**config.mk**
```make
export PLATFORM = sky130hd
export DESIGN_NAME = acpi_madt_census_flat
export DESIGN_NICKNAME = d
export VERILOG_FILES = /design/src/rtl/amc_pkg.sv /design/src/rtl/amc_if.sv /design/src/rtl/amc_front.sv /design/src/rtl/amc_queue.sv /design/src/rtl/amc_back.sv /design/src/rtl/acpi_madt_census.sv /design/src/flat_wrapper.sv
export SDC_FILE = /design/constraint.sdc
export NUM_CORES = 1
export LEC_CHECK = 0
export BUFFER_PORTS_ARGS = -buffer_cell sky130_fd_sc_hd__buf_2
export CAP_MARGIN = 20
export CORE_MARGIN = 2
export CORE_UTILIZATION = 67
export DETAILED_ROUTE_END_ITERATION = 10
export GPL_TIMING_DRIVEN = 0
export PLACE_DENSITY_LB_ADDON = 0.08
export SETUP_SLACK_MARGIN = 0.5
export SLEW_MARGIN = 20
export SYNTH_ARGS = -nofsm -noshare
export SYNTH_HDL_FRONTEND = slang
export SYNTH_HIERARCHICAL = 1
export SYNTH_SLANG_ARGS = --single-unit
```
**constraint.sdc**
```tcl
create_clock -name clk -period 9.3 [get_ports clk]
set_clock_uncertainty 0.05 [all_clocks]
set_input_delay 1.86 -clock clk [delete_from_list [all_inputs] [get_ports clk]]
set_output_delay 1.86 -clock clk [all_outputs]
set_load 0.01 [all_outputs]
```
**src/rtl/amc_pkg.sv**
```systemverilog
// Package for the MADT census block: widths, status codes, entry kinds and
// the queue word between front and back. No dependencies.
`timescale 1ns / 1ps
package amc_pkg;
    localparam int OffW = 21;
    localparam int TallyW = 18;
    localparam logic [OffW-1:0] MaxOffset = 21'h1FFFFF;
    localparam logic [TallyW-1:0] MaxTally = 18'h3FFFF;
    localparam logic [20:0] MaxLenReset = 21'h100000;
    localparam int QueueDepthDefault = 2;

    localparam logic [2:0] ST_OK = 3'd0;
    localparam logic [2:0] ST_BAD_SIG = 3'd1;
    localparam logic [2:0] ST_BAD_LEN = 3'd2;
    localparam logic [2:0] ST_BAD_SUM = 3'd3;
    localparam logic [2:0] ST_UNDER_44 = 3'd4;
    localparam logic [2:0] ST_SHORT = 3'd5;

    localparam logic [7:0] KIND_LAPIC = 8'd0;
    localparam logic [7:0] KIND_IOAPIC = 8'd1;
    localparam logic [7:0] KIND_OVERRIDE = 8'd5;
    localparam logic [7:0] KIND_X2APIC = 8'd9;

    localparam logic [OffW-1:0] OffLapic = 21'd36;
    localparam logic [OffW-1:0] OffEntries = 21'd44;

    // Classified beat passed from the front to the back.
    typedef struct packed {
        logic [7:0] data;
        logic [OffW-1:0] offset;
        logic last;
    } beat_t;

    typedef struct packed {
        logic [2:0] status;
        logic walk_stopped;
        logic [63:0] apic_base_address;
        logic [TallyW-1:0] enabled_cpu_count;
        logic [TallyW-1:0] io_controller_count;
    } result_t;

    function automatic logic [7:0] sig_byte(input logic [1:0] idx);
        logic [7:0] r;
        begin
            unique case (idx)
                2'd0: r = 8'h41;
                2'd1: r = 8'h50;
                2'd2: r = 8'h49;
                default: r = 8'h43;
            endcase
            return r;
        end
    endfunction
endpackage

```
**src/rtl/amc_if.sv**
```systemverilog
// Valid/ready channel interfaces for the MADT census block.
// No dependencies.
`timescale 1ns / 1ps
interface amc_in_if;
    logic valid;
    logic ready;
    logic [7:0] table_byte;
    logic last_byte;
    modport source (output valid, table_byte, last_byte, input ready);
    modport sink (input valid, table_byte, last_byte, output ready);
endinterface

interface amc_out_if;
    logic valid;
    logic ready;
    logic [2:0] status;
    logic walk_stopped;
    logic [63:0] apic_base_address;
    logic [17:0] enabled_cpu_count;
    logic [17:0] io_controller_count;
    modport source (output valid, status, walk_stopped, apic_base_address,
        enabled_cpu_count, io_controller_count, input ready);
    modport sink (input valid, status, walk_stopped, apic_base_address,
        enabled_cpu_count, io_controller_count, output ready);
endinterface

```
**src/rtl/amc_front.sv**
```systemverilog
// Front part: accepts table bytes and tags each with its offset.
// Depends on amc_pkg.
`timescale 1ns / 1ps
module amc_front
    import amc_pkg::*;
(
    input  logic clk,
    input  logic rst_n,
    input  logic in_valid,
    output logic in_ready,
    input  logic [7:0] in_byte,
    input  logic in_last,
    output logic q_valid,
    input  logic q_ready,
    output beat_t q_beat
);
    logic [OffW-1:0] offset_reg, offset_next;

    assign in_ready = q_ready;
    assign q_valid = in_valid;
    assign q_beat = '{data: in_byte, offset: offset_reg, last: in_last};

    always_comb
    begin
        offset_next = offset_reg;
        if (in_valid && q_ready)
        begin
            if (in_last)
                offset_next = '0;
            else if (offset_reg != MaxOffset)
                offset_next = offset_reg + 1'b1;
        end
    end

    always_ff @(posedge clk or negedge rst_n)
    begin
        if (!rst_n)
            offset_reg <= '0;
        else
            offset_reg <= offset_next;
    end
endmodule

```
**src/rtl/amc_queue.sv**
```systemverilog
// Short FIFO of classified beats between front and back.
// Depends on amc_pkg.
`timescale 1ns / 1ps
module amc_queue
    import amc_pkg::*;
#(
    parameter int Depth = QueueDepthDefault
)
(
    input  logic clk,
    input  logic rst_n,
    input  logic wr_valid,
    output logic wr_ready,
    input  beat_t wr_beat,
    output logic rd_valid,
    input  logic rd_ready,
    output beat_t rd_beat
);
    localparam int AW = (Depth > 1) ? $clog2(Depth) : 1;
    localparam int CW = $clog2(Depth + 1);
    beat_t mem [Depth];
    logic [AW-1:0] wp_reg, rp_reg;
    logic [CW-1:0] cnt_reg;
    logic push, pop;

    assign wr_ready = (cnt_reg != CW'(Depth));
    assign rd_valid = (cnt_reg != '0);
    assign rd_beat = mem[rp_reg];
    assign push = wr_valid && wr_ready;
    assign pop = rd_valid && rd_ready;

    always_ff @(posedge clk)
    begin
        if (push)
            mem[wp_reg] <= wr_beat;
    end

    always_ff @(posedge clk or negedge rst_n)
    begin
        if (!rst_n)
        begin
            wp_reg <= '0;
            rp_reg <= '0;
            cnt_reg <= '0;
        end
        else
        begin
            if (push)
                wp_reg <= (wp_reg == AW'(Depth - 1)) ? '0 : wp_reg + 1'b1;
            if (pop)
                rp_reg <= (rp_reg == AW'(Depth - 1)) ? '0 : rp_reg + 1'b1;
            if (push && !pop)
                cnt_reg <= cnt_reg + 1'b1;
            else if (pop && !push)
                cnt_reg <= cnt_reg - 1'b1;
        end
    end
endmodule

```
**src/rtl/amc_back.sv**
```systemverilog
// Back part: header checks, checksum, entry walk and the result register.
// Depends on amc_pkg.
`timescale 1ns / 1ps
module amc_back
    import amc_pkg::*;
(
    input  logic clk,
    input  logic rst_n,
    input  logic [20:0] max_len,
    input  logic b_valid,
    output logic b_ready,
    input  beat_t b_beat,
    output logic r_valid,
    input  logic r_ready,
    output result_t r_data
);
    logic [31:0] hlen_reg, hlen_next;
    logic [7:0] sum_reg, sum_next;
    logic sig_reg, sig_next;
    logic [OffW-1:0] estart_reg, estart_next;
    logic [7:0] kind_reg, kind_next, size_reg, size_next;
    logic halt_reg, halt_next;
    logic [63:0] addr_reg, addr_next, ovr_reg, ovr_next;
    logic [TallyW-1:0] cpu_reg, cpu_next, io_reg, io_next;
    logic rv_reg;
    result_t res_reg, res_next;

    logic take, in_len, walk;
    logic [7:0] b;
    logic [OffW-1:0] off, rel;
    logic [21:0] eend, nstart;
    logic [21:0] seen;
    logic [2:0] st;

    // Only a last beat writes the result register, so other beats keep
    // flowing while a result waits.
    assign b_ready = !rv_reg || r_ready || !(b_valid && b_beat.last);
    assign take = b_valid && b_ready;
    assign r_valid = rv_reg;
    assign r_data = res_reg;
    assign b = b_beat.data;
    assign off = b_beat.offset;

    always_comb
    begin
        hlen_next = hlen_reg; sum_next = sum_reg; sig_next = sig_reg;
        estart_next = estart_reg; kind_next = kind_reg; size_next = size_reg;
        halt_next = halt_reg; addr_next = addr_reg; ovr_next = ovr_reg;
        cpu_next = cpu_reg; io_next = io_reg; res_next = res_reg;
        rel = off - estart_reg;
        in_len = ({11'd0, off} < hlen_reg);
        walk = !halt_reg && (off >= estart_reg) && in_len;
        eend = {1'b0, estart_reg} + {14'd0, b};
        nstart = {1'b0, estart_reg} + {14'd0, size_reg};
        seen = {1'b0, off} + 22'd1;
        st = ST_OK;
        if (take)
        begin
            if (off < 21'd4 && b != sig_byte(off[1:0]))
                sig_next = 1'b0;
            if (off >= 21'd4 && off < 21'd8)
                hlen_next[off[1:0]*8 +: 8] = b;
            if (off < 21'd8 || in_len)
                sum_next = sum_reg + b;
            if (off >= OffLapic && off < OffLapic + 21'd4)
                addr_next[off[1:0]*8 +: 8] = b;
            if (walk)
            begin
                if (rel == '0)
                    kind_next = b;
                else if (rel == 21'd1)
                begin
                    size_next = b;
                    if (b < 8'd2 || {10'd0, eend} > hlen_reg)
                        halt_next = 1'b1;
                    else if (kind_reg == KIND_IOAPIC && b >= 8'd12 && io_reg != MaxTally)
                        io_next = io_reg + 1'b1;
                end
                else
                begin
                    if (kind_reg == KIND_LAPIC && rel == 21'd4 && size_reg >= 8'd8
                        && b[0] && cpu_reg != MaxTally)
                        cpu_next = cpu_reg + 1'b1;
                    if (kind_reg == KIND_X2APIC && rel == 21'd8 && size_reg >= 8'd16
                        && b[0] && cpu_reg != MaxTally)
                        cpu_next = cpu_reg + 1'b1;
                    if (kind_reg == KIND_OVERRIDE && size_reg >= 8'd12
                        && rel >= 21'd4 && rel <= 21'd11)
                    begin
                        // Entry bytes 4 to 11 land in address bytes 0 to 7.
                        ovr_next[{~rel[2], rel[1:0]}*8 +: 8] = b;
                        if (rel == 21'd11)
                            addr_next = {b, ovr_reg[55:0]};
                    end
                end
                // Entry end: rel==1 case uses the new size byte.
                if (rel == 21'd1 && !(b < 8'd2 || {10'd0, eend} > hlen_reg))
                begin
                    if (b == 8'd2)
                        estart_next = eend[21] ? MaxOffset : eend[20:0];
                end
                else if (rel >= 21'd2 && rel == {13'd0, size_reg} - 21'd1)
                    estart_next = nstart[21] ? MaxOffset : nstart[20:0];
            end
            if (b_beat.last)
            begin
                if (!sig_next) st = ST_BAD_SIG;
                else if (seen < 22'd8) st = ST_SHORT;
                else if (hlen_next < 32'd36 || hlen_next > {11'd0, max_len}) st = ST_BAD_LEN;
                else if ({10'd0, seen} < hlen_next) st = ST_SHORT;
                else if (sum_next != 8'd0) st = ST_BAD_SUM;
                else if (hlen_next < 32'd44) st = ST_UNDER_44;
                res_next.status = st;
                res_next.walk_stopped = (st == ST_OK) && halt_next;
                res_next.apic_base_address = (st == ST_OK) ? addr_next : '0;
                res_next.enabled_cpu_count = (st == ST_OK) ? cpu_next : '0;
                res_next.io_controller_count = (st == ST_OK) ? io_next : '0;
                hlen_next = '0; sum_next = '0; sig_next = 1'b1;
                estart_next = OffEntries; kind_next = '0; size_next = '0;
                halt_next = 1'b0; addr_next = '0; ovr_next = '0;
                cpu_next = '0; io_next = '0;
            end
        end
    end

    always_ff @(posedge clk)
    begin
        res_reg <= res_next;
    end

    always_ff @(posedge clk or negedge rst_n)
    begin
        if (!rst_n)
        begin
            hlen_reg <= '0; sum_reg <= '0; sig_reg <= 1'b1;
            estart_reg <= OffEntries; kind_reg <= '0; size_reg <= '0;
            halt_reg <= 1'b0; addr_reg <= '0; ovr_reg <= '0;
            cpu_reg <= '0; io_reg <= '0;
            rv_reg <= 1'b0;
        end
        else
        begin
            hlen_reg <= hlen_next; sum_reg <= sum_next; sig_reg <= sig_next;
            estart_reg <= estart_next; kind_reg <= kind_next; size_reg <= size_next;
            halt_reg <= halt_next; addr_reg <= addr_next; ovr_reg <= ovr_next;
            cpu_reg <= cpu_next; io_reg <= io_next;
            if (take && b_beat.last)
                rv_reg <= 1'b1;
            else if (r_ready)
                rv_reg <= 1'b0;
        end
    end
endmodule

```
**src/rtl/acpi_madt_census.sv**
```systemverilog
// Top level of the MADT census block: front, beat queue and back.
// Depends on amc_pkg, amc_if, amc_front, amc_queue and amc_back.
//
//   channel | direction | payload
//   in      | sink      | table_byte, last_byte
//   out     | source    | status, walk_stopped, apic_base_address, counts
//   cfg     | write     | max_table_length (21 bits)
//
// One table byte is taken per cycle while the queue has room; the back
// retires one beat per cycle unless a last beat waits on a held result,
// so the sustained rate is one beat a cycle, set by the back's update of
// the walk state. A result is registered as the last beat leaves the queue
// and waits in the result register; the back keeps taking beats while it
// waits unless a second result is due. Reset restores all control state and sets max_table_length to 1048576.
`timescale 1ns / 1ps
module acpi_madt_census
    import amc_pkg::*;
#(
    parameter int QueueDepth = QueueDepthDefault
)
(
    input  logic clk,
    input  logic rst_n,
    amc_in_if.sink in_ch,
    amc_out_if.source out_ch,
    input  logic cfg_we,
    input  logic [20:0] cfg_wdata
);
    logic [20:0] max_len_reg;
    logic fq_valid, fq_ready, qb_valid, qb_ready;
    beat_t fq_beat, qb_beat;
    result_t res;

    // The table-length limit; the user must write it only while the block is idle, which is not enforced.
    always_ff @(posedge clk or negedge rst_n)
    begin
        if (!rst_n)
            max_len_reg <= MaxLenReset;
        else if (cfg_we)
            max_len_reg <= cfg_wdata;
    end

    amc_front u_front (
        .clk(clk), .rst_n(rst_n),
        .in_valid(in_ch.valid), .in_ready(in_ch.ready),
        .in_byte(in_ch.table_byte), .in_last(in_ch.last_byte),
        .q_valid(fq_valid), .q_ready(fq_ready), .q_beat(fq_beat)
    );

    amc_queue #(.Depth(QueueDepth)) u_queue (
        .clk(clk), .rst_n(rst_n),
        .wr_valid(fq_valid), .wr_ready(fq_ready), .wr_beat(fq_beat),
        .rd_valid(qb_valid), .rd_ready(qb_ready), .rd_beat(qb_beat)
    );

    amc_back u_back (
        .clk(clk), .rst_n(rst_n), .max_len(max_len_reg),
        .b_valid(qb_valid), .b_ready(qb_ready), .b_beat(qb_beat),
        .r_valid(out_ch.valid), .r_ready(out_ch.ready), .r_data(res)
    );

    assign out_ch.status = res.status;
    assign out_ch.walk_stopped = res.walk_stopped;
    assign out_ch.apic_base_address = res.apic_base_address;
    assign out_ch.enabled_cpu_count = res.enabled_cpu_count;
    assign out_ch.io_controller_count = res.io_controller_count;
endmodule
```
**src/flat_wrapper.sv**
```systemverilog
// flat-port wrapper written by rule: the top's interface ports become plain ports
module acpi_madt_census_flat import amc_pkg::*;
#(
    parameter int QueueDepth = QueueDepthDefault
)
  (clk, rst_n, cfg_we, cfg_wdata, in_ch_valid, in_ch_table_byte, in_ch_last_byte, in_ch_ready, out_ch_valid, out_ch_status, out_ch_walk_stopped, out_ch_apic_base_address, out_ch_enabled_cpu_count, out_ch_io_controller_count, out_ch_ready);
  amc_in_if in_ch_i ();
  amc_out_if out_ch_i ();
  input  logic clk;
  input  logic rst_n;
  input  logic cfg_we;
  input  logic [20:0] cfg_wdata;
  input wire logic [$bits(in_ch_i.valid)-1:0] in_ch_valid;
  input wire logic [$bits(in_ch_i.table_byte)-1:0] in_ch_table_byte;
  input wire logic [$bits(in_ch_i.last_byte)-1:0] in_ch_last_byte;
  output wire logic [$bits(in_ch_i.ready)-1:0] in_ch_ready;
  output wire logic [$bits(out_ch_i.valid)-1:0] out_ch_valid;
  output wire logic [$bits(out_ch_i.status)-1:0] out_ch_status;
  output wire logic [$bits(out_ch_i.walk_stopped)-1:0] out_ch_walk_stopped;
  output wire logic [$bits(out_ch_i.apic_base_address)-1:0] out_ch_apic_base_address;
  output wire logic [$bits(out_ch_i.enabled_cpu_count)-1:0] out_ch_enabled_cpu_count;
  output wire logic [$bits(out_ch_i.io_controller_count)-1:0] out_ch_io_controller_count;
  input wire logic [$bits(out_ch_i.ready)-1:0] out_ch_ready;
  assign in_ch_i.valid = in_ch_valid;
  assign in_ch_i.table_byte = in_ch_table_byte;
  assign in_ch_i.last_byte = in_ch_last_byte;
  assign in_ch_ready = in_ch_i.ready;
  assign out_ch_valid = out_ch_i.valid;
  assign out_ch_status = out_ch_i.status;
  assign out_ch_walk_stopped = out_ch_i.walk_stopped;
  assign out_ch_apic_base_address = out_ch_i.apic_base_address;
  assign out_ch_enabled_cpu_count = out_ch_i.enabled_cpu_count;
  assign out_ch_io_controller_count = out_ch_i.io_controller_count;
  assign out_ch_i.ready = out_ch_ready;
  acpi_madt_census #(.QueueDepth(QueueDepth)) u_core (.clk(clk), .rst_n(rst_n), .in_ch(in_ch_i), .out_ch(out_ch_i), .cfg_we(cfg_we), .cfg_wdata(cfg_wdata));
endmodule
```
==> results_dict.tcl <==
set metrics [dict create \
    min_period_ns 7.797 \
    vias 25050 \
    crit_path_max_fanout 10 \
    cap_violations 0 \
    numClockSinks 446 \
    synth_seq_cells 446 \
    async_reset_ff_share_pct 63.23 \
    drive_gt1_share_pct 11.77 \
    r2r_cells 27 \
    crit_start "u_core/u_queue/rp_reg$_DFFE_PN0P_" \
    p_switching_mw 4.157 \
    fmax_mhz 128.3 \
    grt_pass1_vias 23960 \
    syn_area_per_cell_um2 9.363 \
    pwr_density_cell_nw_per_um2 295.9 \
    worstPathRequired_ns 9.74 \
    synth_cells 2933 \
    hold_viol_final 0 \
    setup_ws_ns 1.503 \
    fill_cells 2833 \
    vdd_drop_max_mv 0.2249 \
    pre_cts_ws_ns 1.681 \
    reg2reg_from "u_core/u_queue/rp_reg$_DFFE_PN0P_" \
    fin_util_pct 75.18 \
    clock_tree.root_cell "clkbuf_16" \
    fin_crit_sh_pct 83.84 \
    synth_nets 3115 \
    clockBufferDepth 3 \
    dp.cells 3603 \
    tightest_slew_ns 1.213 \
    final_antenna_net_count 0 \
    antenna_found_initial 0 \
    arrival_ns 8.23 \
    crit_path_end_kind "register" \
    n_antenna_cell 0 \
    drcViolationCount 0 \
    worstSkewPairLatency_ns 0.62 \
    wire_per_inst_um 24.18 \
    numPortBuffers 132 \
    worstHoldPathCells 2 \
    cpMaxStageDelayCell "a32oi_1" \
    fin_nets 3303 \
    hold_buffers 0 \
    first_pass_iters 9 \
    p_leak_nw 12.50 \
    place_congestion 1.004 \
    seq_power_share_pct 28.9 \
    critical-path-max-stage-delay_ns 0.67 \
    intPower_mw 4.884 \
    ioPinCount 141 \
    die_area_um2 42620 \
    ys_seq_area_share_pct 43.65 \
    rows 74 \
    max_slew_margin_pct 19.11 \
    whs_ns 0.4312 \
    path_class "reg2reg" \
    vias_per_cell 6.782 \
    holdCritStartpoint "u_core/u_back/addr_reg[62]$_DFFE_PN0P_" \
    yosys_warnings 6 \
    synthToLayoutAreaGrowth_pct 11.27 \
    swShare_pct 45.98 \
    die_w_um 206.5 \
    timing.critical_path.buf_inv 4 \
    status "completed" \
    cts_buffers 48 \
    wirelength_um 89290 \
    grt.overflow.total 0 \
    synth_area_um2 27460 \
    ys_types 104 \
    initial_utilization_pct 67.56 \
    rsz0062_at_grt "false" \
    fp.coreArea_um2 40650 \
    tns_ns 0 \
    slew_viol_final 0 \
    cts_max_level 2 \
    ctsResizeCount 0 \
    die_height_um 206.5 \
    post-dp-hpwl_um 65690 \
    cpLargestDelayFamily "compound AO/OA/AOI/OAI gates" \
    power_frac_clock_pct 21.2 \
    cts_setup_buffers 0 \
    worstHoldPathType "reg2reg" \
    synth_edf_count 164 \
    grt_usage_pct 41.98 \
    setup_viol 0 \
    drtIter0Drc 3619 \
    clk_pin_slew_ns 0.06 \
    grt_pass1_wl_um 136000 \
    grt_max_degree 82 \
    largest_reg_flops 104 \
    synth-main-ff-cell "dfrtp_1" \
    start_kind "register" \
    cp.depth 27 \
    cts_tree "built" \
    comb_power_share_pct 49.9 \
    fin_cells 3693 \
]
==> cell families (layout without fill, tap and decap cells) <==
kind of cell             Yosys count  after routing  share of synthesized area [%]
AND/OR/NAND/NOR                 1032           1032                          18.41
AO/OA/AOI/OAI                    772            772                          18.45
flip-flops                       446            446                          43.65
buffers and inverters            325            553                          4.998
adder cells (fa/ha/maj)          148            148                          6.843
XOR/XNOR                         116            116                          3.700
multiplexers                      94             94                          3.955
==> synthesized netlist by cell type, types with 13 or more instances <==
| library cell | instances | area [um^2] |
|---|---|---|
| buf_4 | 13 | 97.59 |
| o2bb2ai_1 | 19 | 166.4 |
| o22ai_1 | 35 | 219.0 |
| o211ai_1 | 40 | 300.3 |
| o21ai_1 | 43 | 215.2 |
| ha_1 | 143 | 1789 |
| a221o_1 | 26 | 260.3 |
| inv_1 | 139 | 521.8 |
| a21boi_0 | 32 | 240.2 |
| mux2i_1 | 38 | 380.4 |
| nor2b_1 | 17 | 106.4 |
| nor2_1 | 211 | 792.0 |
| dfrtp_1 | 277 | 6932 |
| a22oi_1 | 34 | 255.2 |
| mux2_2 | 36 | 405.4 |
| o21ai_0 | 212 | 1061 |
| nand2_1 | 385 | 1445 |
| or3_1 | 16 | 100.1 |
| nand3_1 | 80 | 400.4 |
| xor2_1 | 34 | 297.8 |
| edfxtp_1 | 164 | 4925 |
| clkbuf_1 | 130 | 488.0 |
| nor4_1 | 24 | 150.1 |
| a211oi_1 | 16 | 120.1 |
| and2_1 | 25 | 156.4 |
| mux2_4 | 20 | 300.3 |
| nand4_1 | 45 | 281.5 |
| and4_1 | 21 | 183.9 |
| nor3_1 | 70 | 350.3 |
| xnor2_1 | 82 | 718.2 |
| and3_1 | 32 | 200.2 |
| a21oi_1 | 145 | 725.7 |
| buf_2 | 23 | 115.1 |
| a22o_1 | 13 | 113.9 |
| or4_1 | 16 | 120.1 |
| a21o_1 | 32 | 240.2 |
| nor3b_1 | 32 | 240.2 |
| nand2b_1 | 18 | 112.6 |
==> power groups by stage <==
| stage | sequential (mW) | clock (mW) | combinational [mW] |
|---|---|---|---|
| 6_report | 2.61 | 1.91 | 4.51 |
| 5_1_grt | 2.65 | 1.99 | 4.80 |
| 4_1_cts | 2.61 | 1.92 | 4.34 |
| 3_5_place_dp | 2.65 | 0 | 4.31 |
| 3_3_place_gp | 2.66 | 0 | 4.16 |
| 2_1_floorplan | 2.73 | 0 | 2.70 |
==> final timing paths <==
check	end	slack, ns
setup reg to reg	u_core/u_back/estart_reg[12]$_DFFE_PN0P_	1.50
hold reg to reg	u_core/u_back/addr_reg[62]$_DFFE_PN0P_	0.43
min in group asynchronous	u_core/u_front/offset_reg[18]$_DFFE_PN0P_	1.14
setup / recovery	u_core/u_back/estart_reg[12]$_DFFE_PN0P_	1.50
hold / removal	u_core/u_back/addr_reg[62]$_DFFE_PN0P_	0.43
max in group asynchronous	u_core/u_back/sig_reg$_DFFE_PN1P_	7.21
==> placed cells by master, fill, tap and decap left out, types with 32 or more instances in the layout <==
| cell | n |
|---|---|
| clkbuf_1 | 135 |
| xor2_1 | 34 |
| clkbuf_16 | 48 |
| ha_1 | 143 |
| edfxtp_1 | 164 |
| mux2_2 | 36 |
| nand2_1 | 385 |
| buf_2 | 154 |
| nand4_1 | 45 |
| inv_1 | 138 |
| o21ai_0 | 212 |
| o211ai_1 | 40 |
| nor2_1 | 210 |
| o21ai_1 | 43 |
| o22ai_1 | 35 |
| dfrtp_1 | 277 |
| a22oi_1 | 34 |
| nor3b_1 | 32 |
| mux2i_1 | 38 |
| a21oi_1 | 145 |
| nand3_1 | 80 |
| nor3_1 | 69 |
| a21o_1 | 32 |
| xnor2_1 | 82 |
| a21boi_0 | 32 |
==> per-layer routing <==
metal  track usage [%]  routed length (um)
met1             54.77               33910
met2             63.74               39430
met3             11.75               10820
met4             22.14                5124
met5                 0                   0
==> area by class of cell <==
| type | count | area (um^2) | area share, % |
|---|---|---|---|
| plain buffers | 186 | 853.3 | 2.793 |
| clock buffers | 56 | 1241 | 4.062 |
| clock inverters | 34 | 319.1 | 1.044 |
| inverters | 139 | 526.8 | 1.724 |
| multi-input cells | 2162 | 14150 | 46.32 |
| flip-flops and latches | 446 | 11990 | 39.23 |
| well taps | 532 | 665.6 | 2.178 |
| repair buffers | 138 | 808.3 | 2.645 |
==> stage by stage <==
step | instance area [um^2] | total power [mW]
2_1_floorplan | 27460 | 5.431
3_3_place_gp | 28790 | 6.819
3_5_place_dp | 28980 | 6.956
4_1_cts | 30540 | 8.866
5_1_grt | 30560 | 9.443
6_report | 30560 | 9.041
==> worst register-to-register path, stage by stage, from the launching register on <==
cell and delay [ns]:
dfrtp_1 0.47, buf_6 0.21, mux2_2 0.45, ha_1 0.28
fa_1 0.42, a21o_1 0.17, a21oi_1 0.23, nor2b_1 0.08
o21a_1 0.21, o41ai_2 0.61, nor2_1 0.23, nand2_1 0.17
xnor2_1 0.14, ha_1 0.32, and4_1 0.22, nand4_1 0.16
a21oi_1 0.17, a2111oi_0 0.12, a32oi_1 0.67, nand2b_1 0.20
clkbuf_1 0.39, a21boi_0 0.38, o22ai_1 0.16, o211a_1 0.38
nand2b_1 0.18, buf_2 0.20, buf_2 0.24, o22a_1 0.19
Note: power is estimated with default switching activity, not from simulation.
